$ cat src/design/pfsa_pkg.sv
package pfsa_pkg;

   // field widths
   localparam int ADDR_W   = 48;
   localparam int LEN_W    = 49;
   localparam int END_W    = 50;
   localparam int OP_W     = 2;
   localparam int STATUS_W = 3;
   localparam int FREE_W   = 11;
   localparam int USED_W   = 37;

   // default sizes
   localparam int STACK_DEPTH_DEF = 1024;
   localparam int MAX_REGIONS_DEF = 16;
   localparam int PAGE_BYTES_DEF  = 4096;

   // opcodes
   localparam logic [OP_W-1:0] OP_ALLOC  = 2'd0;
   localparam logic [OP_W-1:0] OP_FREE   = 2'd1;
   localparam logic [OP_W-1:0] OP_REGION = 2'd2;

   // status codes
   localparam logic [STATUS_W-1:0] STAT_OK         = 3'd0;
   localparam logic [STATUS_W-1:0] STAT_OOM        = 3'd1;
   localparam logic [STATUS_W-1:0] STAT_RESERVED   = 3'd2;
   localparam logic [STATUS_W-1:0] STAT_FULL       = 3'd3;
   localparam logic [STATUS_W-1:0] STAT_TABLE_FULL = 3'd4;

   typedef struct packed {
      logic [OP_W-1:0]   opcode;
      logic [ADDR_W-1:0] page_address;
      logic [ADDR_W-1:0] region_base;
      logic [LEN_W-1:0]  region_length;
   } req_type;

   typedef struct packed {
      logic [ADDR_W-1:0]   allocated_address;
      logic [STATUS_W-1:0] status;
      logic [FREE_W-1:0]   free_pages;
      logic [USED_W-1:0]   used_pages;
   } rsp_type;

   // region table write command
   typedef struct packed {
      logic              wr_en;
      logic [ADDR_W-1:0] base;
      logic [LEN_W-1:0]  length;
   } region_cmd_type;

   // region table status toward the sequencer
   typedef struct packed {
      logic hit;
      logic full;
   } region_stat_type;

   typedef enum logic {
      ST_IDLE,
      ST_EXEC
   } state_type;

endpackage

$ cat src/design/pfsa_region_table.sv
module pfsa_region_table #(
   parameter int MAX_REGIONS = pfsa_pkg::MAX_REGIONS_DEF,
   parameter int PAGE_BYTES  = pfsa_pkg::PAGE_BYTES_DEF
) (
   input  logic                        clock,
   input  logic                        reset,
   input  pfsa_pkg::region_cmd_type    cmd,
   input  logic [pfsa_pkg::ADDR_W-1:0] page,
   output pfsa_pkg::region_stat_type   stat
);

   localparam int RC_W  = $clog2(MAX_REGIONS + 1);
   localparam int IDX_W = (MAX_REGIONS > 1) ? $clog2(MAX_REGIONS) : 1;

   logic [pfsa_pkg::ADDR_W-1:0] base_ff [MAX_REGIONS];
   logic [pfsa_pkg::END_W-1:0]  end_ff  [MAX_REGIONS];
   logic [RC_W-1:0]             count_ff;
   logic [RC_W-1:0]             count_in;
   logic [IDX_W-1:0]            wr_idx;
   logic [pfsa_pkg::LEN_W-1:0]  page_top;
   logic                        hit;

   assign wr_idx = count_ff[IDX_W-1:0];

   // region count
   always_comb begin
      count_in = count_ff;
      if (cmd.wr_en) begin
         count_in = count_ff + RC_W'(1);
      end
   end

   always_ff @(posedge clock) begin
      if (reset) begin
         count_ff <= '0;
      end else begin
         count_ff <= count_in;
      end
   end

   // region store, inclusive end kept precomputed
   always_ff @(posedge clock) begin
      if (cmd.wr_en) begin
         base_ff[wr_idx] <= cmd.base;
         end_ff[wr_idx]  <= pfsa_pkg::END_W'(cmd.base) + pfsa_pkg::END_W'(cmd.length);
      end
   end

   // parallel overlap test against every live region
   assign page_top = pfsa_pkg::LEN_W'(page) + pfsa_pkg::LEN_W'(PAGE_BYTES);

   always_comb begin
      hit = 1'b0;
      for (int i = 0; i < MAX_REGIONS; i++) begin
         if ((RC_W'(i) < count_ff)
             && (page_top > pfsa_pkg::LEN_W'(base_ff[i]))
             && (pfsa_pkg::END_W'(page) <= end_ff[i])) begin
            hit = 1'b1;
         end
      end
   end

   assign stat.hit  = hit;
   assign stat.full = (count_ff == RC_W'(MAX_REGIONS));

endmodule

$ cat config.mk
export PLATFORM = sky130hd
export DESIGN_NAME = pfsa_region_table
export DESIGN_NICKNAME = d
export VERILOG_FILES = /design/src/design/pfsa_pkg.sv /design/src/design/pfsa_region_table.sv
export SDC_FILE = /design/constraint.sdc
export NUM_CORES = 2
export LEC_CHECK = 0
export BUFFER_PORTS_ARGS = -buffer_cell sky130_fd_sc_hd__buf_2
export CAP_MARGIN = 20
export CELL_PAD_IN_SITES_DETAIL_PLACEMENT = 0
export CELL_PAD_IN_SITES_GLOBAL_PLACEMENT = 1
export CORE_UTILIZATION = 53
export CTS_CLUSTER_SIZE = 30
export DETAILED_ROUTE_END_ITERATION = 10
export PLACE_DENSITY = 0.8
export SLEW_MARGIN = 25
export SYNTH_ARGS = -nofsm -noshare
export SYNTH_HDL_FRONTEND = slang
export SYNTH_SLANG_ARGS = --single-unit
$ cat constraint.sdc
create_clock -name clock -period 12.2 [get_ports clock]
set_clock_uncertainty 0.1 [all_clocks]
set_input_delay 0.61 -clock clock [delete_from_list [all_inputs] [get_ports clock]]
set_output_delay 0.61 -clock clock [all_outputs]
set_load 0.02 [all_outputs]
==> flow_summary.yaml <==
detailed_routing:
  drtAntennaViolNets: 0
  wl_per_cell_um: 25.7
  first_pass_iters: 6
  drc_errors: 0
  routed_wl_um: 264000
  via_count: 60157
  avgViaCountPerCell: 5.86
  drt-initial-drc-count: 4860
logic_synthesis:
  syn_area_sq_um: 89500
  synth_seq_cells: 1573
  netlist_top_cells_area: "edfxtp_1 53%, ha_1 22%, inv_1 6.6%, a21o_1 4.8%, a21oi_1 2.4%"
  ys_warn_count: 0
  ys.flop_type: "edfxtp_1"
  syn_inst: 7424
  async_flop_share_pct: 0
  yosysSeqAreaShare_pct: 52.7
  synth_edf_count: 1568
  syn_avg_cell_area_sq_um: 12.1
  yosysUniqueCellTypes: 69
  syn-num-nets: 9162
  synth_common_cells: "1589 x ha_1, 1568 x edfxtp_1, 1567 x inv_1"
  yosysTopAreaCell: "edfxtp_1"
  synth_top_area_share_pct: 52.6
  yosysMostFrequentCell: "ha_1"
clock_tree:
  clockBufferDepth: 3
  postCtsSetupBuffers: 0
  htreeDepth: 4
  tritoncts: "yes"
  cts_inserted_buffers: 179
  cts-resized-gates: 0
  cts_root_buf: "clkbuf_16"
  clock_latency_ns: 0.82
  path_clk_slew_ns: 0.06
  clock-sinks: 1573
global_routing:
  grt_pass1_wl_um: 382000
  grt_max_degree: 73
  overflow: 0
  grt_pass1_vias: 59269
  grtUsageTotal_pct: 31.2
  antenna_found_initial: 6
finish:
  drive_above_1_share_pct: 8.24
  layout.nets: 9652
  multi_input_area_sq_um: 36900
  seqCellArea_sq_um: 47200
  nFillCells: 13280
  syn_to_final_growth_pct: 12.2
worst_setup_path:
  crit_path_end: "stat[1]"
  crit_arrival_ns: 7.83
  cpPeakStageDelay_ns: 0.96
  crit_chain: "buf_2, and4_1, nor2b_1, and3_1, and3_1, nand2_1, nor3_1, and2_1, nand4_1, xnor2_2, buf_4, ha_1, nand4_1, nor4_1, a21oi_1, o21ai_0, o311ai_0, nand4_1, buf_2"
  worst_setup_path_start_kind: "input pin"
  path_class: "input pin to output port"
  crit_family: "simple AND/OR/NAND/NOR gates"
  crit_slowest_cell: "o21ai_0"
  reg2reg_depth: 4
  timing.rr.start: "count_ff[2]$_SDFFE_PP0P_"
  crit_buf_inv: 3
  worstPathRequired_ns: 11.49
  end_kind: "output port"
  crit_fanout: 18
  crit_cells: 19
  critPathLaunch: "page[17]"
  regToRegEndpoint: "base_ff[5][2]$_DFFE_PP_"
  path_common_cell: "nand4_1"
  reg2reg_slack_ns: 8.96
timing:
  finalSetupTns_ns: 0
  rsz0062_at_grt: "false"
  holdWs_ns: 0.0800
  worstMarginPinSlew_ns: 1.18
  slew_viol_final: 0
  slew_headroom_pct: 20.2
  fin_ws_ns: 3.66
  min_period_ns: 8.54
  hold_viol: 0
  max_freq_ghz: 0.117
  setup_violations: 0
  min_period_over_period_pct: 70.0
floorplanning:
  die_x_um: 413
  die_y_um: 413
  io_pins: 150
  fp-row-count: 150
  die_area_sq_um: 171000
  start_util_pct: 53.5
  core_area_sq_um: 167000
job:
  maxCapViolCount: 0
place:
  post-place-ws_ns: 4.08
  io_buffers: 149
  place.gp.congestion: 0.977
  detailed_place_hpwl_um: 178000
status:
  status: "finished, final reports clean"
power_and_ir_drop:
  vdd_drop_max_mv: 0.179
  p_leak_nw: 47.0
  power.density_nw_per_um2: 130
worst_hold_path:
  hp-class: "input pin to register"
  holdPathStages: 3
==> cells in the final DEF, fill, tap and decap left out, types with 125 or more instances in the layout <==
master	n
ha_1	1589
clkbuf_16	179
nand4_1	320
inv_1	1567
buf_4	168
a21o_1	567
edfxtp_1	1568
nand2_1	125
buf_2	149
o21ai_0	200
nor2_1	199
a21oi_1	428
==> sequential cells by signal (all words and copies together), names as in the netlist <==
signal and count:
base_ff 768, count_ff 5, end_ff 800
==> power breakdown <==
group | switching, W | internal, W | leakage (nW) | total (W)
clock | 0.00226 | 0.00298 | 2.74 | 0.00524
combinational | 0.00109 | 0.000485 | 30.0 | 0.00158
sequential | 0.0000193 | 0.00617 | 14.2 | 0.00619
total | 0.00337 | 0.00964 | 47.0 | 0.0130
==> cell type report <==
class	instances	area share, %
Antenna cell	2	0.00498
Clock inverter	109	1.00
Multi-Input combinational cell	4271	36.8
Tap cell	2204	2.74
Inverter	1567	5.85
Sequential cell	1573	47.0
Timing Repair Buffer	322	2.07
Clock buffer	216	4.60
==> worst min-delay path: cells and delay by family <==
kind,cells,cell delay [ns]
xor+xnor,1,0.09
simple gates,1,0.07
buf+inv,1,0.18
==> per-stage QoR <==
stage	utilization, %	area (sq um)	instances	power [W]
2_1_floorplan	-	89500	7424	0.00707
3_3_place_gp	56.6	94700	9934	0.00782
3_5_place_dp	56.6	94800	9935	0.00786
4_1_cts	60.0	100000	10261	0.0131
5_1_grt	60.0	100000	10262	0.0134
6_report	60.0	100000	10264	0.0130
==> worst min-delay path by stage <==
| stage | slack [ns] | start | to |
|---|---|---|---|
| floorplan | 0.53 | count_ff[3]$_SDFFE_PP0P_ | count_ff[3]$_SDFFE_PP0P_ |
| global placement | 0.60 | count_ff[3]$_SDFFE_PP0P_ | count_ff[3]$_SDFFE_PP0P_ |
| detailed placement | 0.61 | count_ff[3]$_SDFFE_PP0P_ | count_ff[3]$_SDFFE_PP0P_ |
| CTS | 0.02 | cmd[97] | count_ff[0]$_SDFFE_PP0P_ |
| global route | 0.07 | cmd[97] | count_ff[0]$_SDFFE_PP0P_ |
| finish | 0.08 | cmd[97] | count_ff[0]$_SDFFE_PP0P_ |
==> cell families after synthesis <==
kind of cell	share of synthesized area, %
adders and majority gates	22.2
buffers and inverters	6.68
DFF	52.7
AOI/OAI and AO/OA	10.9
and+or+nand+nor	6.74
xor gates and xnor gates	0.763
muxes	0.0112
==> layer usage <==
metal	routed length (um)	track usage [%]
met5	44	0
met4	14700	15.7
met3	17000	4.51
met2	122000	50.7
met1	110000	40.6
==> timing repair <==
| item | 4_1_cts | 5_1_grt |
|---|---|---|
| hold buffers | 1 | 0 |
| setup endpoints to repair | 0 | 0 |
| endpoints found under the hold margin | 5 | 0 |
(Power assumes the default switching activity.)
