File: src/design/pfsa_ram.sv
module pfsa_ram #(
   parameter int WIDTH = 8,
   parameter int DEPTH = 2
) (
   input  logic                     clock,
   input  logic                     wr_en,
   input  logic [$clog2(DEPTH)-1:0] wr_addr,
   input  logic [WIDTH-1:0]         wr_data,
   input  logic                     rd_en,
   input  logic [$clog2(DEPTH)-1:0] rd_addr,
   output logic [WIDTH-1:0]         rd_data
);

   logic [WIDTH-1:0] mem [DEPTH];
   logic [WIDTH-1:0] rd_data_ff;

   // single write port, registered read port
   always_ff @(posedge clock) begin
      if (wr_en) begin
         mem[wr_addr] <= wr_data;
      end
      if (rd_en) begin
         rd_data_ff <= mem[rd_addr];
      end
   end

   assign rd_data = rd_data_ff;

endmodule

File: config.mk
export PLATFORM = sky130hd
export DESIGN_NAME = pfsa_ram
export DESIGN_NICKNAME = d
export VERILOG_FILES = /design/src/design/pfsa_ram.sv
export SDC_FILE = /design/constraint.sdc
export NUM_CORES = 1
export LEC_CHECK = 0
export BUFFER_PORTS_ARGS = -buffer_cell sky130_fd_sc_hd__buf_2
export CORE_UTILIZATION = 40
export CTS_CLUSTER_DIAMETER = 50
export CTS_CLUSTER_SIZE = 12
export DETAILED_ROUTE_END_ITERATION = 10
export MAX_ROUTING_LAYER = met4
export PLACE_DENSITY = 0.65
export RECOVER_POWER = 50
export SLEW_MARGIN = 15
export SYNTH_ARGS = -nofsm -noshare
export SYNTH_HDL_FRONTEND = slang
export SYNTH_SLANG_ARGS = --single-unit
export TNS_END_PERCENT = 20
File: constraint.sdc
create_clock -name clock -period 1.18 [get_ports clock]
set_clock_uncertainty 0.05 [all_clocks]
set_input_delay 0.177 -clock clock [delete_from_list [all_inputs] [get_ports clock]]
set_output_delay 0.177 -clock clock [all_outputs]
set_load 0.02 [all_outputs]
==> flow_summary_export.csv, run 1 <==
group,metric,value,unit
outcome,status,"finished clean",
global_routing,grt_pass1_wl,1540,µm
yosys,async_flop_share,0,%
routing,dr_wl_met3,51,µm
clocking,clk_pin_slew,0.12,ns
routing,viasPerCell,4.22,
timing,slew_headroom,64.8,%
floorplan,die_w,48.5,µm
yosys,yosysSeqAreaShare,83.4,%
yosys,synth_ff_type,"edfxtp_1",
critical_path,r2r_start,"mem[0][0]",
yosys,syn_nets,48,
yosys,synth_area_per_cell,24.7,µm²
placed_design,place.gp.congestion,0.633,
critical_path,path_cells,"buf_2",
timing,tightest_slew,0.527,ns
timing,hold_violations,0,
clocking,cts_root_buf,"clkbuf_4",
timing,fin_crit_sh,90.3,%
worst_hold_path,whs_path_depth,1,
critical_path,r2r_end,"rd_data[0]",
timing,setup_violations,0,
routing,drt-pass1-iter-count,3,
routing,wl_per_cell,10.3,µm
critical_path,rr_worst_depth,1,
timing,fin_setup_tns,0,ns
yosys,synth.distinct_cells,5,
global_routing,gr-total-overflow,0,
clocking,numCtsBuffers,3,
yosys,synth_edf_count,24,
timing,period_needed,1.07,ns
final_layout,drive_gt1_share,44.8,%
worst_hold_path,min_from,"rd_en",
yosys,synth_top_area_share,83.4,%
routing,wl,968,µm
clocking,clkSinkCount,24,
critical_path,path_delay_family,"flip-flops",
global_routing,antenna_found_initial,0,
yosys,synth_top_area_cell,"edfxtp_1",
final_layout,nets,81,
routing,via_count,397,
critical_path,crit_type,"reg2out",
global_routing,grt_max_degree,15,
timing,fmax,938,MHz
yosys,synth.cell_area,865,µm²
worst_hold_path,min_path_type,"in2reg",
routing,drtAntennaViolNets,0,
routing,drc,0,
pwr,ir_drop,794,µV
routing,met1_length,404,µm
yosys,syn_inst,35,
critical_path,slowest_delay,0.38,ns
final_layout,num_antenna_cells,0,
routing,maxUsedRoutingLayer,"met3",
critical_path,worstSetupStartpointType,"flop",
yosys,synth_common_cells,"edfxtp_1 (24), mux2_4 (8), and2_1 (1), buf_6 (1), nor2b_1 (1)",
critical_path,critPathBufInv,1,
pwr,powerDensity,1550,mW/mm²
floorplan,die_area,0.00235,mm²
yosys,synth.area.top_cells,"edfxtp_1 (83%), mux2_4 (14%), buf_6 (1.3%)",
final_layout,final_util,56.0,%
clocking,clock_path_buffers,2,
critical_path,crit_path_end_kind,"output port",
global_routing,grt_pass1_vias,366,
yosys,synth.most_common_cell,"edfxtp_1",
routing,dr_wl_met2,512,µm
critical_path,critPathArrivalTime,0.84,ns
routing,drtIter0Drc,10,
placed_design,io_buffers,20,
floorplan,io_pins,21,
floorplan,dieHeight,48.5,µm
timing,rsz0062_at_grt,"no",
floorplan,start_util,43.2,%
yosys,ys_seq_elements,24,
clocking,htreeDepth,1,
global_routing,grtUsageTotal,9.30,%
critical_path,crit_fanout,1,
floorplan,rows,16,
clocking,cts_tree,"done",
critical_path,reg2reg_setup_slack,0.23,ns
yosys,ys_warn_count,0,
floorplan,core_area,0.00200,mm²
clocking,cts_resized,0,
timing,maxSlewViolCount,0,
run,cap_violations,0,
critical_path,cp.required,0.95,ns
clocking,clock_latency,0.30,ns
final_layout,areaGrowthSynthToFinish,29.7,%
pwr,power_leakage,0.000434,µW
critical_path,slowest_stage,"edfxtp_1",
worst_hold_path,whs_endpoint,"rd_data[3]",
[area by class of cell]
type / count / area (µm²)
fillers: 165 / 881
multi-input cells: 10 / 133
flip-flops and latches: 24 / 721
well taps: 27 / 33.8
clock inverters: 1 / 30.0
repair buffers: 29 / 181
clock buffers: 3 / 22.5
[what timing repair did]
item | 4_1_cts | 5_1_grt
hold endpoints to repair | 13 | 2
setup buffers | 0 | 0
hold buffers | 7 | 1
[power by group]
group	switching [µW]	total [µW]	internal, µW
Combinational	70.1	152	81.7
Sequential	13.3	1020	1010
Clock	224	567	343
[stage by stage]
stage               power [µW]  worst slack (ns)  hold WS (ns)  instance area (µm²)  cells
global placement          1170             0.137         0.316                  995     82
CTS                       1750            0.0913       0.00329                 1120     93
detailed placement        1180             0.122         0.320                  995     82
global route              1800            0.0542         0.242                 1120     94
finish                    1740             0.114         0.227                 1120     94
floorplan                 1120             0.160         0.226                  865     35
[state kept, by name (all words and copies together), names as in the netlist]
name,cells
mem,16
rd_data,8
[how the worst max path moves through the flow]
stage | start | end | slack (ns) | depth (start not counted)
6_report | rd_data[4] | rd_data[4] | 0.11 | 1
5_1_grt | rd_data[6] | rd_data[6] | 0.05 | 1
4_1_cts | rd_data[4] | rd_data[4] | 0.09 | 1
3_5_place_dp | rd_addr | rd_data[7] | 0.12 | 2
3_3_place_gp | rd_addr | rd_data[5] | 0.14 | 2
2_1_floorplan | wr_en | mem[0][0] | 0.16 | 1
[cell usage in the layout (no fill, tap or decap)]
cell and count:
and2_0 1, buf_2 18, bufinv_16 1, clkbuf_1 3
clkbuf_4 3, dlygate4sd3_1 8, edfxtp_1 24, mux2_4 8
nor2b_1 1
[kinds of logic (layout without fill, tap and decap cells)]
| group | Yosys count | after routing | synth area share [%] |
|---|---|---|---|
| AND/OR/NAND/NOR | 2 | 2 | 1.45 |
| multiplexers | 8 | 8 | 13.9 |
| flip-flops | 24 | 24 | 83.4 |
| buffers and inverters | 1 | 33 | 1.30 |
[layer usage]
| metal | vias up | GRT usage (%) |
|---|---|---|
| met2 | 16 | 16.4 |
| met1 | 179 | 9.34 |
| met3 | 0 | 2.83 |
| li1 | 202 | - |
| met5 | - | - |
| met4 | 0 | 4.41 |
(Power assumes the default switching activity.)
==> run 2: changes to the inputs <==
- CORE_UTILIZATION: 40 -> 50
- PLACE_DENSITY: 0.65 -> unset
- PLACE_DENSITY_LB_ADDON: unset -> 0.2
==> flow_summary_export.csv, run 2 (synthesized netlist as in run 1, its figures left out) <==
group,metric,value,unit
outcome,status,"finished, violations left",
outcome,violations,"DRC",
global_routing,met1_usage,12.5,%
floorplan,start_util,55.5,%
final_layout,final_common_cell,"edfxtp_1",
floorplan,dieHeight,43.6,µm
floorplan,core_area,0.00156,mm²
pwr,power_leakage,0.000410,µW
clocking,cts_root_buf,"clkbuf_4",
placed_design,pre_cts_ws,0.113,ns
pwr,p_total,1730,µW
final_layout,drive_gt1_share,49.2,%
critical_path,slowest_stage,"edfxtp_1",
routing,wl_per_cell,13.6,µm
final_layout,top_register,"mem",
critical_path,path_delay_family,"flip-flops",
routing,drt-pass1-iter-count,6,
final_layout,largest_reg_flops,16,
timing,hold_slack,0.0129,ns
final_layout,final_cell_mix,"edfxtp_1 (24), buf_2 (18), mux2_4 (8)",
global_routing,grt_pass1_vias,374,
timing,rsz0062_at_grt,"no",
worst_hold_path,whs_path_depth,1,
critical_path,path_cells,"buf_2",
global_routing,grt_pass1_wl,1540,µm
timing,period_needed,1.07,ns
placed_design,io_buffers,20,
critical_path,worstSetupStartpointType,"flop",
clocking,htreeDepth,1,
pwr,powerDensity,1650,mW/mm²
critical_path,slowest_delay,0.38,ns
clocking,cts_tree,"done",
timing,hold_violations,0,
critical_path,cp.required,0.95,ns
run,cap_violations,0,
global_routing,met2_usage,21.5,%
critical_path,crit_fanout,1,
final_layout,postLayoutCellArea,0.00105,mm²
clocking,clk_pin_slew,0.12,ns
clocking,clkSinkCount,24,
final_layout,areaGrowthSynthToFinish,21.1,%
placed_design,place.gp.congestion,0.593,
critical_path,critPathArrivalTime,0.84,ns
timing,fin_setup_tns,0,ns
global_routing,grtUsageTotal,11.5,%
timing,fmax,937,MHz
critical_path,crit_type,"reg2out",
clocking,clock_latency,0.30,ns
timing,fin_crit_sh,90.4,%
clocking,numCtsBuffers,3,
timing,slew_headroom,69.2,%
timing,maxSlewViolCount,0,
critical_path,critPathBufInv,1,
timing,fin_ws,0.113,ns
worst_hold_path,min_path_type,"in2reg",
routing,wl,1050,µm
global_routing,gr-total-overflow,0,
critical_path,rr_worst_depth,1,
routing,via_count,388,
timing,tightest_slew,0.462,ns
pwr,ir_drop,1010,µV
critical_path,cp.depth,1,
final_layout,nets,75,
critical_path,crit_path_end_kind,"output port",
floorplan,io_pins,21,
clocking,cts_resized,0,
placed_design,placed_area,981,µm²
clocking,clock_path_buffers,2,
routing,drc,2,
global_routing,use_met3,2.50,%
floorplan,die_w,43.6,µm
global_routing,antenna_found_initial,0,
routing,viasPerCell,5.04,
floorplan,die_area,0.00190,mm²
global_routing,grt_max_degree,15,
final_layout,num_antenna_cells,0,
clocking,cts.hold.buffers_added,0,
timing,setup_violations,0,
routing,drtAntennaViolNets,0,
global_routing,busiest_layer,"met2",
clocking,post_cts_buffers,0,
floorplan,rows,14,
routing,drtIter0Drc,9,
==> run 2: stage by stage <==
stage	util [%]	cells
2_1_floorplan	-	35
3_3_place_gp	62.9	71
3_5_place_dp	62.9	71
4_1_cts	66.3	75
5_1_grt	67.2	77
6_report	67.2	77
==> run 2: routing by layer <==
layer | wire length (µm) | vias to the layer above
met1 | 407 | 181
met5 | 0 | -
met2 | 586 | 17
li1 | - | 190
met4 | 0 | 0
met3 | 53 | 0
==> run 2: path summary, 6_finish.rpt <==
path,from,endpoint,slack [ns]
max,rd_data[4],rd_data[4],0.11
min,wr_data[3],mem[0][3],0.01
max reg2reg,mem[0][2],rd_data[2],0.23
min reg2reg,mem[0][0],rd_data[0],0.51
==> run 2: final cells by class <==
type	instances	area [µm²]
multi-input combinational	10	133
fill	113	512
clock inverter	1	30.0
tap	16	20.0
clock buffer	3	22.5
timing repair buffer	23	121
sequential	24	721
==> run 2: power by group <==
group          internal [µW]  switching, µW
Clock                    343            226
Combinational           69.0           69.3
Sequential              1010           14.7
Total                   1420            310
==> run 3: changes to the inputs <==
==> constraint.sdc (replaced) <==
create_clock -name clock -period 1.18 [get_ports clock]
set_clock_uncertainty 0.05 [all_clocks]
set_input_delay 0.059 -clock clock [delete_from_list [all_inputs] [get_ports clock]]
set_output_delay 0.059 -clock clock [all_outputs]
set_load 0.02 [all_outputs]
==> flow_summary_export.csv, run 3 (synthesized netlist as in run 1, its figures left out) <==
group,metric,value,unit
global_routing,grtUsageTotal,13.9,%
placed_design,io_buffers,20,
clocking,post_cts_buffers,0,
critical_path,slowest_delay,0.38,ns
routing,drt-pass1-iter-count,6,
pwr,pwr-share-seq,58.3,%
global_routing,grt_pass1_wl,1780,µm
critical_path,cp.required,1.07,ns
worst_hold_path,whs_endpoint,"rd_data[4]",
clocking,clock_path_buffers,2,
critical_path,r2r_end,"rd_data[6]",
timing,period_needed,0.963,ns
final_layout,final_cell_mix,"edfxtp_1 (24), buf_2 (17), mux2_4 (8), dlygate4sd3_1 (8), clkbuf_1 (4)",
final_layout,ff_latch_area,721,µm²
worst_hold_path,whs_path_depth,1,
critical_path,reg2reg_setup_slack,0.23,ns
clocking,htreeDepth,1,
routing,wl_per_cell,13.5,µm
pwr,comb_power_share,8.8,%
routing,drc,2,
timing,slew_headroom,67.0,%
routing,via_count,414,
timing,rsz0062_at_grt,"no",
routing,drtAntennaViolNets,0,
clocking,clock_latency,0.31,ns
clocking,cts_resized,0,
final_layout,num_antenna_cells,0,
global_routing,grt_max_degree,15,
critical_path,slowest_stage,"edfxtp_1",
timing,fin_setup_tns,0,ns
critical_path,r2r_start,"mem[0][6]",
timing,maxSlewViolCount,0,
timing,setup_violations,0,
critical_path,rr_worst_depth,1,
global_routing,gr-total-overflow,0,
final_layout,largest_reg_flops,16,
final_layout,nets,81,
clocking,cts_tree,"done",
final_layout,fillers,100,
timing,fmax,1040,MHz
routing,viasPerCell,4.99,
pwr,powerDensity,1580,mW/mm²
floorplan,die_area,0.00190,mm²
pwr,clkPwrFrac,32.9,%
critical_path,crit_path_end_kind,"output port",
pwr,p_total,1750,µW
pwr,ir_drop,1090,µV
worst_hold_path,min_from,"rd_en",
global_routing,busiest_layer,"met2",
critical_path,worstSetupStartpointType,"flop",
final_layout,final_common_cell,"edfxtp_1",
global_routing,use_met3,2.50,%
clocking,cts_root_buf,"clkbuf_4",
pwr,p_sw_share,18.2,%
timing,tightest_slew,0.495,ns
run,cap_violations,0,
pwr,switchingPower,319,µW
critical_path,critPathArrivalTime,0.85,ns
floorplan,dieHeight,43.6,µm
final_layout,areaGrowthSynthToFinish,27.9,%
routing,wl,1120,µm
floorplan,start_util,55.5,%
clocking,clkSinkCount,24,
clocking,numCtsBuffers,3,
timing,hold_violations,0,
clocking,clk_pin_slew,0.13,ns
final_layout,multiInputGateArea,133,µm²
routing,drtIter0Drc,8,
floorplan,rows,14,
timing,fin_crit_sh,81.6,%
final_layout,top_register,"mem",
outcome,status,"finished, violations left",
critical_path,crit_fanout,1,
floorplan,die_w,43.6,µm
outcome,violations,"DRC",
pwr,intPower,1430,µW
critical_path,path_cells,"buf_2",
global_routing,met1_usage,14.3,%
floorplan,io_pins,21,
floorplan,core_area,0.00156,mm²
critical_path,critPathBufInv,1,
final_layout,drive_gt1_share,43.3,%
critical_path,crit_type,"reg2out",
worst_hold_path,min_path_type,"in2reg",
placed_design,place.gp.congestion,0.596,
clocking,cts.hold.buffers_added,8,
global_routing,grt_pass1_vias,432,
critical_path,path_delay_family,"flip-flops",
global_routing,antenna_found_initial,0,
pwr,power_leakage,0.000431,µW
global_routing,met2_usage,24.8,%
==> run 3: cell count changes in the layout (fill, tap and decap cells not counted), sizes merged <==
cell / delta
buf: -1
clkbuf: +1
dlygate4sd3: +6
==> run 3: per-stage QoR <==
stage | worst slack (ns) | instances | util (%) | hold WS, ns | area [µm²]
CTS | 0.197 | 83 | 71.4 | 0.0265 | 1110
global placement | 0.262 | 71 | 62.9 | 0.195 | 981
finish | 0.217 | 83 | 70.9 | 0.110 | 1110
detailed placement | 0.229 | 71 | 62.9 | 0.202 | 981
floorplan | 0.278 | 35 | - | 0.108 | 865
global route | 0.171 | 83 | 70.9 | 0.111 | 1110
==> run 3: area by class of cell <==
class                   count  share of cell area (%)
clock inverters             1                    2.71
flip-flops and latches     24                    65.2
repair buffers             29                    16.3
clock buffers               3                    2.04
multi-input cells          10                    12.0
well taps                  16                    1.81
==> run 3: per-layer routing <==
layer	part of all wire, %	wire length, µm	vias to the layer above
met5	0	0	-
met4	0	0	0
met3	5.1	57	0
met2	55	618	17
met1	40	442	197
li1	-	-	200
==> run 3: how the worst max path moves through the flow <==
stage	cells past startpoint	slack, ns	start	to
4_1_cts	1	0.20	rd_data[5]	rd_data[5]
2_1_floorplan	1	0.28	wr_en	mem[0][0]
5_1_grt	1	0.17	rd_data[0]	rd_data[0]
3_5_place_dp	2	0.23	rd_addr	rd_data[4]
6_report	1	0.22	rd_data[5]	rd_data[5]
3_3_place_gp	1	0.26	mem[0][2]	rd_data[2]
==> run 3: power by group through the flow <==
stage,Combinational [µW],Clock (µW),Sequential (µW)
3_3_place_gp,131,0,1040
2_1_floorplan,58.3,0,1060
4_1_cts,157,589,1020
5_1_grt,164,613,1030
6_report,154,576,1020
3_5_place_dp,137,0,1040
